$ cat src/design/hed_pkg.sv
// ----------------------------------------------------------------------------
// hed_pkg
// Types and constants of the entity decoder: entity texts, lengths, values
// and the result buffer entry.
// ----------------------------------------------------------------------------
package hed_pkg;

  localparam int ENT_COUNT  = 5;
  localparam int ENT_MAXLEN = 6;
  localparam int HOLD_DEPTH = 5;
  localparam int RES_DEPTH  = 6;

  localparam logic [7:0] CH_LF    = 8'h0A;
  localparam logic [7:0] CH_CR    = 8'h0D;
  localparam logic [7:0] CH_SPACE = 8'h20;
  localparam logic [7:0] CH_AMP   = 8'h26;

  localparam logic [10:0] MAX_LENGTH_RST = 11'd768;

  // entity text, first character in the top byte, unused tail zero
  localparam logic [8*ENT_MAXLEN-1:0] ENT_TEXT [ENT_COUNT] = '{
    "&quot;",
    {"&amp;", 8'h00},
    "&apos;",
    {"&lt;", 16'h0000},
    {"&gt;", 16'h0000}
  };

  localparam logic [2:0] ENT_LEN [ENT_COUNT] = '{3'd6, 3'd5, 3'd6, 3'd4, 3'd4};

  localparam logic [7:0] ENT_VAL [ENT_COUNT] = '{8'h22, 8'h26, 8'h27, 8'h3C, 8'h3E};

  typedef struct packed {
    logic [7:0] ch;
    logic       term;
  } res_t;

endpackage

$ cat src/design/html_entity_decoder.sv
// A byte is registered, then loaded into the result buffer driving the output.
// Throughput: one byte per cycle while each byte yields at most one result and
// out_stall is low; a byte that yields several results (failed entity match,
// terminator flush, up to 6) sends them in turn, and the input stalls until
// the last is taken. Reset (rst_n low, synchronous) empties both stages,
// clears the held bytes and the emitted count, and sets max_length to 768.
// ----------------------------------------------------------------------------
// html_entity_decoder
// Streaming decoder for &quot; &amp; &apos; &lt; &gt;, with LF/CR to space
// and an output length cap; one terminator result closes each string.
// ----------------------------------------------------------------------------
module html_entity_decoder
  import hed_pkg::*;
(
  input  logic        clk,
  input  logic        rst_n,
  input  logic        cfg_wr_en,
  input  logic [10:0] cfg_wr_data,
  input  logic        in_valid,
  output logic        in_stall,
  input  logic [7:0]  in_char_in,
  input  logic        in_end_of_string,
  output logic        out_valid,
  input  logic        out_stall,
  output logic [7:0]  out_char_out,
  output logic        out_is_terminator
);

  logic [10:0] max_length_r;
  logic        inr_valid_r;
  logic [7:0]  inr_char_r;
  logic        inr_eos_r;
  logic [7:0]  held_r [HOLD_DEPTH];
  logic [2:0]  held_cnt_r;
  logic [2:0]  held_cnt_nxt;
  logic [10:0] emitted_r;
  logic [10:0] emitted_nxt;
  res_t        rbuf_r [RES_DEPTH];
  res_t        rbuf_nxt [RES_DEPTH];
  logic [2:0]  cnt_r;
  logic [2:0]  cnt_nxt;

  logic        out_xfer;
  logic        buf_free;
  logic        move;

  logic [7:0]  cand [RES_DEPTH];
  logic [7:0]  list [RES_DEPTH];
  logic [2:0]  n;
  logic        eq;
  logic        full;
  logic        pfx;
  logic [7:0]  fval;
  logic [7:0]  mapped;
  logic        is_amp;
  logic [2:0]  len;
  logic        trail;
  logic [11:0] diff;
  logic [2:0]  room;
  logic [2:0]  k;
  logic        hold_pfx;

  assign out_valid         = (cnt_r != 3'd0);
  assign out_char_out      = rbuf_r[0].ch;
  assign out_is_terminator = rbuf_r[0].term;
  assign out_xfer          = out_valid && !out_stall;
  assign buf_free          = (cnt_r == 3'd0) || ((cnt_r == 3'd1) && out_xfer);
  assign move              = inr_valid_r && buf_free;
  assign in_stall          = inr_valid_r && !buf_free;

  // decode of the registered byte against the held prefix
  always_comb begin
    eq     = 1'b0;
    full   = 1'b0;
    pfx    = 1'b0;
    fval   = 8'h00;
    mapped = ((inr_char_r == CH_LF) || (inr_char_r == CH_CR)) ? CH_SPACE : inr_char_r;
    is_amp = (inr_char_r == CH_AMP);
    n      = held_cnt_r + 3'd1;

    for (int j = 0; j < HOLD_DEPTH; j++) begin
      cand[j] = (3'(j) < held_cnt_r) ? held_r[j] : inr_char_r;
      list[j] = (3'(j) < held_cnt_r) ? held_r[j] : mapped;
    end
    cand[RES_DEPTH-1] = inr_char_r;
    list[RES_DEPTH-1] = mapped;

    for (int e = 0; e < ENT_COUNT; e++) begin
      eq = 1'b1;
      for (int j = 0; j < ENT_MAXLEN; j++) begin
        if ((3'(j) < n) && (cand[j] != ENT_TEXT[e][(ENT_MAXLEN-1-j)*8 +: 8])) begin
          eq = 1'b0;
        end
      end
      if (eq && (n == ENT_LEN[e])) begin
        full = 1'b1;
        fval = ENT_VAL[e];
      end
      if (eq && (n < ENT_LEN[e])) begin
        pfx = 1'b1;
      end
    end

    // free slots left under the cap, saturated
    diff = {1'b0, max_length_r} - {1'b0, emitted_r} - 12'd1;
    if (diff[11]) begin
      room = 3'd0;
    end else if (|diff[10:3]) begin
      room = 3'd7;
    end else begin
      room = diff[2:0];
    end

    trail    = 1'b0;
    hold_pfx = 1'b0;
    if (inr_eos_r) begin
      len = held_cnt_r;
    end else if (held_cnt_r == 3'd0) begin
      len   = {2'b00, !is_amp};
      trail = is_amp;
    end else if (full) begin
      list[0] = fval;
      len     = 3'd1;
    end else if (pfx) begin
      len      = 3'd0;
      hold_pfx = 1'b1;
    end else begin
      // broken match: held bytes go out literally, new byte treated afresh
      len   = held_cnt_r + {2'b00, !is_amp};
      trail = is_amp;
    end

    k = (len < room) ? len : room;

    if (inr_eos_r) begin
      held_cnt_nxt = 3'd0;
      emitted_nxt  = 11'd0;
    end else begin
      emitted_nxt = emitted_r + 11'(k);
      if (hold_pfx) begin
        held_cnt_nxt = n;
      end else if (trail && (room > k)) begin
        held_cnt_nxt = 3'd1;
      end else begin
        held_cnt_nxt = 3'd0;
      end
    end
  end

  // result buffer: load a whole item, drain from entry 0
  always_comb begin
    if (move) begin
      for (int j = 0; j < RES_DEPTH; j++) begin
        rbuf_nxt[j].ch   = (3'(j) < k) ? list[j] : 8'h00;
        rbuf_nxt[j].term = inr_eos_r && (3'(j) == k);
      end
      cnt_nxt = k + {2'b00, inr_eos_r};
    end else if (out_xfer) begin
      for (int j = 0; j < RES_DEPTH - 1; j++) begin
        rbuf_nxt[j] = rbuf_r[j+1];
      end
      rbuf_nxt[RES_DEPTH-1] = rbuf_r[RES_DEPTH-1];
      cnt_nxt = cnt_r - 3'd1;
    end else begin
      for (int j = 0; j < RES_DEPTH; j++) begin
        rbuf_nxt[j] = rbuf_r[j];
      end
      cnt_nxt = cnt_r;
    end
  end

  always_ff @(posedge clk) begin
    if (!rst_n) begin
      max_length_r <= MAX_LENGTH_RST;
      inr_valid_r  <= 1'b0;
      held_cnt_r   <= 3'd0;
      emitted_r    <= 11'd0;
      cnt_r        <= 3'd0;
    end else begin
      if (cfg_wr_en) begin
        max_length_r <= cfg_wr_data;
      end
      if (!in_stall) begin
        inr_valid_r <= in_valid;
      end
      if (move) begin
        held_cnt_r <= held_cnt_nxt;
        emitted_r  <= emitted_nxt;
      end
      cnt_r <= cnt_nxt;
    end
  end

  always_ff @(posedge clk) begin
    if (in_valid && !in_stall) begin
      inr_char_r <= in_char_in;
      inr_eos_r  <= in_end_of_string;
    end
    if (move) begin
      for (int j = 0; j < HOLD_DEPTH; j++) begin
        if (hold_pfx && (3'(j) == held_cnt_r)) begin
          held_r[j] <= inr_char_r;
        end else if (!inr_eos_r && trail && (j == 0)) begin
          held_r[j] <= CH_AMP;
        end
      end
    end
    for (int j = 0; j < RES_DEPTH; j++) begin
      rbuf_r[j] <= rbuf_nxt[j];
    end
  end

endmodule

$ cat config.mk
export PLATFORM = sky130hd
export DESIGN_NAME = html_entity_decoder
export DESIGN_NICKNAME = d
export VERILOG_FILES = /design/src/design/hed_pkg.sv /design/src/design/html_entity_decoder.sv
export SDC_FILE = /design/constraint.sdc
export NUM_CORES = 1
export LEC_CHECK = 0
export CORE_ASPECT_RATIO = 1.4
export CORE_MARGIN = 1
export CORE_UTILIZATION = 35
export DETAILED_ROUTE_END_ITERATION = 10
export DONT_BUFFER_PORTS = 1
export GPL_ROUTABILITY_DRIVEN = 0
export HOLD_SLACK_MARGIN = 0.03
export PLACE_DENSITY = 0.57
export SYNTH_ARGS = -nofsm -noshare
export SYNTH_HDL_FRONTEND = slang
export SYNTH_SLANG_ARGS = --single-unit
$ cat constraint.sdc
create_clock -name clk -period 5.1 [get_ports clk]
set_input_delay 0.51 -clock clk [delete_from_list [all_inputs] [get_ports clk]]
set_output_delay 0.51 -clock clk [all_outputs]
set_load 0.01 [all_outputs]
==> metrics.csv, run 1 <==
metric;value;unit
outcome;finished clean;
setup_viol;0;
syn_area;0.00784;mm^2
routed_wl;22300;um
count_of_boundary_i_o_pins;36;
final-hold-violation-count;0;
routed_via_density;5.51;
numCtsBuffers;17;
worstSetupStartpointType;flop;
setup-tns-final;0;ns
area_growth_syn_to_layout;21.4;%
antenna-diode-count;0;
postSynthNetCount;837;
hold_path_class;primary input to flop;
antenna_found_initial;0;
kind_of_end_point_of_the_critical_path;flop;
fin_nets;897;
cp_data_arrival_time;5.22;ns
cts_root_buffer;clkbuf_16;
ys_seq_elements;132;
die_height;179;um
detail_route.first_pass.iterations;5;
worst_slew_margin_rel;25.2;%
die_outline_area;0.0230;mm^2
number_of_flops_mapped_to_enable_cells_by_yosys;103;
route.antenna.remaining_nets;0;
crit_path_max_fanout;4;
fin_worst_skew;0.00911;ns
route.detailed.wl_per_inst;19.4;um
max_cap_viol_count;0;
number_of_filler_cells_placed_in_the_layout;2126;
grt_pass1_vias;6126;
crit_required;5.42;ns
path_class;flop to flop;
fmax;0.204;GHz
syn_avg_cell_area;10.1;um^2
worst-slew-pin-transition;1.12;ns
clkLatencyLatePin;0.44;ns
tritoncts;built;
gr-usage-all-layers;20.2;%
detailedRoute.firstIterationViolations;469;
finalCritPeriodShare;96.1;%
synthDominantAreaCellType;edfxtp_1;
grt_max_degree;46;
post-route-min-period;4.90;ns
synthFlopType;edfxtp_1;
wire_length_of_the_first_global_routing_pass;34200;um
cts_hold_repair.buffers;0;
worst_setup_hold_path_clk_slew;0.06;ns
io_buffer_count;0;
irDropWorstVdd;0.000254;V
yosysSeqAreaShare;46.8;%
core_area;0.0219;mm^2
synth_cells;780;
drive_gt1_share;22.2;%
stdcell_area;0.00952;mm^2
synthDominantCellAreaShare;39.4;%
route.vias.total;6339;
detailed_place_hpwl;16800;um
floorplan.initialDensity;35.7;%
cts_htree_levels;4;
cts-root-to-sink-buffers;2;
synthDistinctLibCells;86;
fp-row-count;64;
drc_errors;0;
die_x;129;um
synth.area.top_cells;edfxtp_1 39%, dfxtp_1 7.4%, ha_1 4.8%, mux2i_1 4.5%, nand2_1 3.4%;
ys_async_sr_fraction;0;%
tritoncts_sinks;132;
pwr_density_cell;386;mW/mm^2
fin_cells;1150;
ys.warnings.count;0;
maxSlewViolCount;0;
gr-total-overflow;0;
post_dp_cell_area;0.00870;mm^2
placed_cells_incl_taps;1113;
cellLeakagePower;3.65;nW
==> layer usage <==
layer	GRT usage (%)	vias to the layer above	wire [um]
li1	-	3041	-
met1	24.7	3049	9570
met2	34.1	197	11000
met3	3.52	52	961
met4	9.66	0	773
met5	0	-	0
==> repair_timing <==
| action | CTS | global route |
|---|---|---|
| pin swaps | 2 | 9 |
| buffers inserted | 1 | 4 |
| gates resized for setup | 1 | 39 |
| setup endpoints to repair | 1 | 13 |
==> cells in the mapped netlist, drive strengths merged, types with 12 or more instances <==
cell,number
xnor2,12
a21oi,46
ha,30
dfxtp,29
nor3,15
buf,17
and3,13
edfxtp,103
nand3,25
o21ai,32
nor2,64
nand2b,12
nand2,71
nor2b,20
nor4,12
clkbuf,32
mux2i,35
inv,36
==> report_power, final <==
part | total (mW) | switching [mW] | internal, mW
logic | 0.834 | 0.537 | 0.297
registers | 1.62 | 0.0998 | 1.52
clock network | 1.23 | 0.505 | 0.723
==> cells by family (layout without fill, tap and decap cells) <==
| group | after synthesis | count (layout) | synth area share, % |
|---|---|---|---|
| adders and majority gates | 32 | 32 | 5.30 |
| muxes | 39 | 39 | 5.09 |
| AOI/OAI and AO/OA | 182 | 182 | 16.6 |
| and+or+nand+nor | 294 | 294 | 20.0 |
| DFF | 132 | 132 | 46.8 |
| xor gates and xnor gates | 16 | 16 | 1.79 |
| buffers and inverters | 85 | 158 | 4.37 |
==> cell type report <==
cell class / count / area, um^2 / share of cell area [%]
Inverter: 36 / 138 / 1.45
Clock buffer: 18 / 429 / 4.51
Sequential cell: 132 / 3680 / 38.6
Timing Repair Buffer: 90 / 688 / 7.23
Clock inverter: 14 / 154 / 1.62
Multi-Input combinational cell: 563 / 4070 / 42.7
Tap cell: 297 / 372 / 3.90
==> path summary, 6_finish.rpt <==
| check | start | to | slack, ns | cells past startpoint |
|---|---|---|---|---|
| setup / recovery | inr_char_r[7] | emitted_r[10] | 0.20 | 22 |
| hold / removal | rst_n | max_length_r[9] | 0.14 | 1 |
| setup reg to reg | inr_char_r[7] | emitted_r[10] | 0.20 | 22 |
| hold reg to reg | max_length_r[9] | max_length_r[9] | 0.50 | 2 |
==> through the flow <==
stage	worst slack, ns	util [%]	power (mW)	hold slack [ns]
4_1_cts	-0.0109	42.4	3.70	0.117
5_1_grt	-0.0394	43.4	3.85	0.139
3_3_place_gp	0.0454	39.7	2.45	0.475
2_1_floorplan	0.0213	-	2.18	0.449
3_5_place_dp	-0.00961	39.7	2.46	0.481
6_report	0.200	43.4	3.68	0.137
==> state kept, by name, summed over array words and instances, names as in the netlist <==
| register | count |
|---|---|
| cnt_r | 3 |
| emitted_r | 11 |
| held_cnt_r | 3 |
| held_r | 40 |
| inr_char_r | 8 |
| inr_eos_r | 1 |
| inr_valid_r | 1 |
| max_length_r | 11 |
| rbuf_r | 54 |
==> critical path, cell delays in order, from the launching register on <==
cell and delay, ns:
edfxtp_1 0.43, or4b_4 0.54, o22ai_4 0.23, nand3_2 0.10
or3_4 0.44, a211oi_4 0.29, o32ai_4 0.13, nand3_2 0.12
o21bai_1 0.08, a22oi_2 0.22, inv_1 0.10, ha_1 0.23
a21o_1 0.19, a21oi_2 0.12, nor2_1 0.08, nor2_2 0.14
ha_2 0.21, fa_2 0.21, a21oi_1 0.08, nor3_2 0.21
or3b_2 0.47, xnor2_1 0.14, nor2_1 0.05
==> layout by cell type, fill, tap and decap left out, drive strengths merged, types with 15 or more instances in the layout <==
cell / instances
inv: 38
nand3: 25
mux2i: 35
nor2b: 20
clkbuf: 18
buf: 90
edfxtp: 103
a21oi: 46
ha: 30
o21ai: 32
nand2: 71
nor3: 15
nor2: 64
dfxtp: 29
(Power assumes the default switching activity.)
==> inputs of run 2 (changes only) <==
Settings changed: PLACE_DENSITY 0.57 to 0.55.
Clock period 5.1 ns to 5.5 ns, I/O delays scaled along.
==> metrics.csv, run 2 (synthesis results as in run 1) <==
metric;value;unit;change
switchingPower;1.03;mW;-9.4%
area_growth_syn_to_layout;16.1;%;
path_cells;or4b_1 > o22ai_2 > nand3_2 > or3_4 > a211oi_2 > o32ai_2 > nand3_1 > inv_1 > a22oi_2 > ha_2 > a21oi_2 > o21ai_1 > a41oi_2 > mux2_4 > fa_1 > a21oi_1 > nor3_1 > buf_4 > nand3_1 > xnor2_1 > nor2_1;;
antenna-diode-count;0;;unchanged
outcome;finished clean;;
irDropWorstVdd;0.000192;V;-25%
io_buffer_count;0;;unchanged
cts-root-to-sink-buffers;2;;unchanged
routed_via_density;5.55;;+0.73%
setup_viol;0;;unchanged
worstPathBufferInverterCount;2;;+1
worst-slew-pin-transition;1.09;ns;-0.0284 ns
cts_htree_levels;4;;unchanged
routed_wl;22000;um;-1.3%
grt_max_degree;50;;+8.7%
finalCritPeriodShare;94.0;%;-2.1 points
final-hold-violation-count;0;;unchanged
pwr_density_cell;380;mW/mm^2;-1.7%
cp_data_arrival_time;5.48;ns;+0.26 ns
rsz0062_at_grt;no;;
crit_required;5.81;ns;+0.39 ns
fin_nets;860;;-4.1%
fin_worst_skew;0.0129;ns;+0.00380 ns
cell_with_the_most_instances_on_the_worst_path;nand3_1;;
crit_path_max_incr_delay;0.56;ns;+0.02 ns
regToRegSetupSlack;0.33;ns;+0.13 ns
die_x;129;um;unchanged
cellLeakagePower;3.45;nW;-5.3%
power_frac_clock;35.4;%;+2.0 points
swShare;29.9;%;-1.1 points
commonest_cells_after_routing_fill_and_taps_aside;103 x edfxtp_1, 70 x nand2_1, 63 x nor2_1;;
layout.cells.most_common;edfxtp_1;;
largestRegisters;rbuf_r x54, held_r x40;;
fmax;0.193;GHz;-5.2%
largest_register_ffs;54;;unchanged
worst_slew_margin_rel;27.1;%;+1.9 points
route.vias.total;6180;;-2.5%
path_class;flop to flop;;
crit_path_max_fanout;12;;+8
antenna_found_initial;0;;unchanged
fp-row-count;64;;unchanged
multi_input_area;0.00389;mm^2;-4.2%
die_height;179;um;unchanged
numCtsBuffers;17;;unchanged
cts_hold_repair.buffers;0;;unchanged
detail_route.first_pass.iterations;6;;+1
timing.hold.ws;0.187;ns;+0.0498 ns
drc_errors;0;;unchanged
route.detailed.wl_per_inst;19.8;um;+2.0%
tritoncts;built;;
grt_pass1_vias;6032;;-1.5%
kind_of_end_point_of_the_critical_path;flop;;
hold_path_class;primary input to flop;;
detailedRoute.firstIterationViolations;610;;+30%
maxSlewViolCount;0;;unchanged
gr-total-overflow;0;;unchanged
wire_length_of_the_first_global_routing_pass;34200;um;about the same
count_of_boundary_i_o_pins;36;;unchanged
seq_power_share;43.4;%;-0.6 points
die_outline_area;0.0230;mm^2;unchanged
cpMaxStageDelayCell;or4b_1;;
max_cap_viol_count;0;;unchanged
gr-usage-all-layers;20.1;%;-0.049 points
floorplan.initialDensity;35.7;%;unchanged
worst_setup_hold_path_clk_slew;0.06;ns;about the same
detailed_place_hpwl;16200;um;-3.4%
largest_register;rbuf_r;;
route.antenna.remaining_nets;0;;unchanged
post-route-min-period;5.17;ns;+0.270 ns
core_area;0.0219;mm^2;unchanged
cts_root_buffer;clkbuf_16;;
power.share.combinational;21.2;%;-1.5 points
power_internal;2.42;mW;-4.4%
tritoncts_sinks;132;;unchanged
clkLatencyLatePin;0.43;ns;about the same
layout.area.seq;0.00367;mm^2;about the same
worstSetupStartpointType;flop;;
critical_path.top_delay_family;simple AND/OR/NAND/NOR gates;;
setup-tns-final;0;ns;unchanged
drive_gt1_share;15.8;%;-6.3 points
number_of_filler_cells_placed_in_the_layout;2182;;+2.6%
[run 2: changes by cell type in the layout (fill, tap and decap cells not counted), sizes merged]
cell	before	now
buf	90	53
bufinv	2	4
clkbuf	18	17
clkinv	4	6
clkinvlp	6	3
[run 2: per-layer routing]
metal / track usage (%) / part of all wire (%) / up-vias
met5: 0 / 0 / -
met4: 10.0 / 3.5 / 0
met3: 4.06 / 4.0 / 52
met2: 32.7 / 48 / 172
met1: 25.2 / 44 / 2982
li1: - / - / 2974
[run 2: cell type report]
type | instances | share of cell area [%]
clock buffers | 17 | 4.67
inverters | 36 | 1.51
multi-input cells | 563 | 42.8
clock inverters | 15 | 2.24
flip-flops and latches | 132 | 40.4
well taps | 297 | 4.08
repair buffers | 53 | 4.37
[run 2: power by group through the flow]
stage | combinational, mW | clock, mW | sequential [mW]
floorplan | 0.526 | 0 | 1.50
global placement | 0.712 | 0 | 1.53
detailed placement | 0.721 | 0 | 1.53
CTS | 0.722 | 1.25 | 1.51
global route | 0.824 | 1.29 | 1.53
finish | 0.733 | 1.22 | 1.50
[run 2: final timing paths]
path                   startpoint  cells after the start              end
hold / removal              rst_n                      1  max_length_r[9]
hold reg to reg   max_length_r[9]                      2  max_length_r[9]
setup / recovery    inr_char_r[7]                     21     emitted_r[6]
setup reg to reg    inr_char_r[7]                     21     emitted_r[6]
[run 2: through the flow]
| step | std cells | util [%] | area (um^2) | power, mW | worst slack, ns |
|---|---|---|---|---|---|
| global route | 1113 | 41.5 | 9100 | 3.64 | 0.00694 |
| global placement | 1074 | 38.1 | 8360 | 2.24 | 0.275 |
| finish | 1113 | 41.5 | 9100 | 3.46 | 0.330 |
| CTS | 1106 | 41.0 | 8990 | 3.48 | 0.154 |
| floorplan | 780 | - | 7840 | 2.02 | 0.0955 |
| detailed placement | 1074 | 38.1 | 8360 | 2.25 | 0.180 |
[run 2: repair_timing]
action,in CTS,in global routing
endpoints found under the setup margin,0,10
setup buffers,0,7
gates resized for setup,0,16
==> inputs of run 3 (changes only) <==
Settings changed: PLACE_DENSITY 0.55 to not set, RECOVER_POWER set to 50.
==> metrics.csv, run 3 (synthesis results as in run 1) <==
metric;value;unit;change
outcome;finished, violations left;;
failing_checks;max-capacitance violations, max-slew violations;;
detailed_place_hpwl;15700;um;-3.0%
rsz0062_at_grt;no;;
post-route-min-period;5.21;ns;+0.0445 ns
die_outline_area;0.0230;mm^2;unchanged
fp-row-count;64;;unchanged
crit_path_max_fanout;12;;unchanged
route.detailed.wl_per_inst;19.2;um;-3.0%
worst_slew_margin_rel;-42.2;%;-69 points
crit_required;5.81;ns;about the same
fin_nets;866;;+0.70%
total_power_consumption;3.49;mW;+0.76%
cpMaxStageDelayCell;or4b_1;;
routed_wl;21500;um;-2.5%
cts_hold_repair.buffers;0;;unchanged
drive_gt1_share;15.5;%;-0.36 points
path_class;flop to flop;;
route.vias.total;6212;;+0.52%
worst-slew-pin-transition;2.13;ns;+1.04 ns
drc_errors;0;;unchanged
clkLatencyLatePin;0.43;ns;about the same
cts_htree_levels;4;;unchanged
cellLeakagePower;3.47;nW;+0.37%
pwr_density_cell;381;mW/mm^2;+0.39%
swShare;30.2;%;+0.31 points
antenna_found_initial;0;;unchanged
detailedRoute.firstIterationViolations;520;;-15%
grt_pass1_vias;5961;;-1.2%
wire_length_of_the_first_global_routing_pass;32900;um;-3.8%
largest_register;rbuf_r;;
path_cells;or4b_1 > o22ai_2 > nand3_2 > or3_4 > o31ai_2 > a21oi_1 > nand3_1 > inv_1 > a22oi_1 > ha_2 > a21oi_2 > o21ai_1 > a41oi_2 > mux2_4 > fa_1 > a21oi_1 > nor3_2 > buf_4 > nand3_1 > xnor2_1 > nor2_1;;
cp_data_arrival_time;5.52;ns;+0.04 ns
max_cap_viol_count;1;;+1
cts-root-to-sink-buffers;2;;unchanged
gr-total-overflow;0;;unchanged
finalCritPeriodShare;94.8;%;+0.81 points
power_frac_clock;35.2;%;-0.2 points
power_internal;2.43;mW;+0.31%
hold_path_class;primary input to flop;;
irDropWorstVdd;0.000234;V;+22%
die_height;179;um;unchanged
detail_route.first_pass.iterations;5;;-1
kind_of_end_point_of_the_critical_path;flop;;
hold_depth;1;;unchanged
core_area;0.0219;mm^2;unchanged
count_of_boundary_i_o_pins;36;;unchanged
io_buffer_count;0;;unchanged
seq_power_share;43.3;%;about the same
routed_via_density;5.55;;about the same
fin_worst_skew;0.00769;ns;-0.00521 ns
gr-usage-all-layers;19.2;%;-0.91 points
worstSetupStartpointType;flop;;
stdcell_area;0.00914;mm^2;+0.37%
grt_max_degree;63;;+26%
tritoncts;built;;
switchingPower;1.05;mW;+1.8%
die_x;129;um;unchanged
maxSlewViolCount;46;;+46
worstReg2RegEnd;emitted_r[6];;
hold-path-endpoint;max_length_r[9];;
worstPathBufferInverterCount;2;;unchanged
setup-tns-final;0;ns;unchanged
cts_root_buffer;clkbuf_16;;
floorplan.initialDensity;35.7;%;unchanged
route.antenna.remaining_nets;0;;unchanged
numCtsBuffers;17;;unchanged
final-hold-violation-count;0;;unchanged
area_growth_syn_to_layout;16.5;%;
power.share.combinational;21.5;%;+0.3 points
critical_path.top_delay_family;compound AO/OA/AOI/OAI gates;;
startpoint;inr_char_r[7];;
timing.reg2reg.worst_path_depth;21;;unchanged
layout.cells.most_common;edfxtp_1;;
largest_register_ffs;54;;unchanged
regToRegSetupSlack;0.29;ns;-0.04 ns
tritoncts_sinks;132;;unchanged
worst_setup_hold_path_clk_slew;0.06;ns;about the same
crit_path_max_incr_delay;0.55;ns;about the same
setup_viol;0;;unchanged
post_dp_cell_area;0.00841;mm^2;+0.54%
fmax;0.192;GHz;-0.85%
commonest_cells_after_routing_fill_and_taps_aside;103 x edfxtp_1, 70 x nand2_1, 64 x nor2_1;;
antenna-diode-count;0;;unchanged
worst_r2r_startpoint;inr_char_r[7];;
largestRegisters;rbuf_r x54, held_r x40;;
timing.hold.worst.start;rst_n;;
==> run 3: cell types whose count changed in the layout (fill, tap and decap cells not counted), moves of 2 or more <==
cell,delta
buf_4,-4
clkbuf_1,+9
clkbuf_4,+2
clkinv_1,-2
==> run 3: what timing repair did <==
| item | 4_1_cts | 5_1_grt |
|---|---|---|
| buffers inserted | 0 | 7 |
| hold endpoints to repair | 0 | 0 |
| gates resized for setup | 0 | 17 |
| endpoints found under the setup margin | 0 | 10 |
==> run 3: routing by layer <==
layer  track usage, %  wire length [um]  part of all wire [%]  vias up
li1                 -                 -                     -     2977
met3             3.52               982                   4.6       46
met1             23.8              9270                    43     2993
met2             31.6             10400                    49      196
met5                0                 0                     0        -
met4             10.0               784                   3.7        0
==> run 3: power by group through the flow <==
stage	registers (mW)	logic, mW	clock network [mW]
final	1.51	0.750	1.23
after global routing	1.53	0.824	1.29
after CTS	1.51	0.742	1.25
after detailed placement	1.53	0.739	0
after global placement	1.52	0.731	0
after floorplan	1.50	0.526	0
==> run 3: how the worst max path moves through the flow <==
stage	endpoint	slack [ns]	depth (start not counted)
3_5_place_dp	emitted_r[6]	0.18	23
2_1_floorplan	emitted_r[10]	0.1	24
3_3_place_gp	emitted_r[10]	0.28	23
6_report	emitted_r[6]	0.29	21
4_1_cts	emitted_r[10]	0.16	23
5_1_grt	emitted_r[7]	0.02	21
==> run 3: final cells by class <==
type,count,area (um^2)
inverters,36,138
multi-input cells,563,3910
well taps,297,372
clock buffers,18,429
clock inverters,14,201
repair buffers,59,413
fillers,2148,12800
flip-flops and latches,132,3670
==> run 3: worst reg2reg max path, delay by kind of cell, from the launching register on <==
family / cells / cell delay [ns]
adder cells (fa/ha/maj): 2 / 0.79
flip-flops: 1 / 0.51
AO/OA/AOI/OAI: 8 / 1.54
multiplexers: 1 / 0.40
AND/OR/NAND/NOR: 7 / 1.51
buffers and inverters: 2 / 0.24
XOR/XNOR: 1 / 0.12
==> run 3: metrics by stage <==
step                      util [%]  worst slack (ns)  instances  hold slack (ns)
after floorplan                  -            0.0955        780            0.449
after global placement        38.3             0.285       1080            0.465
after detailed placement      38.3             0.176       1080            0.466
after CTS                     41.2             0.159       1112            0.170
after global routing          41.6            0.0208       1119            0.168
final                         41.6             0.285       1119            0.189
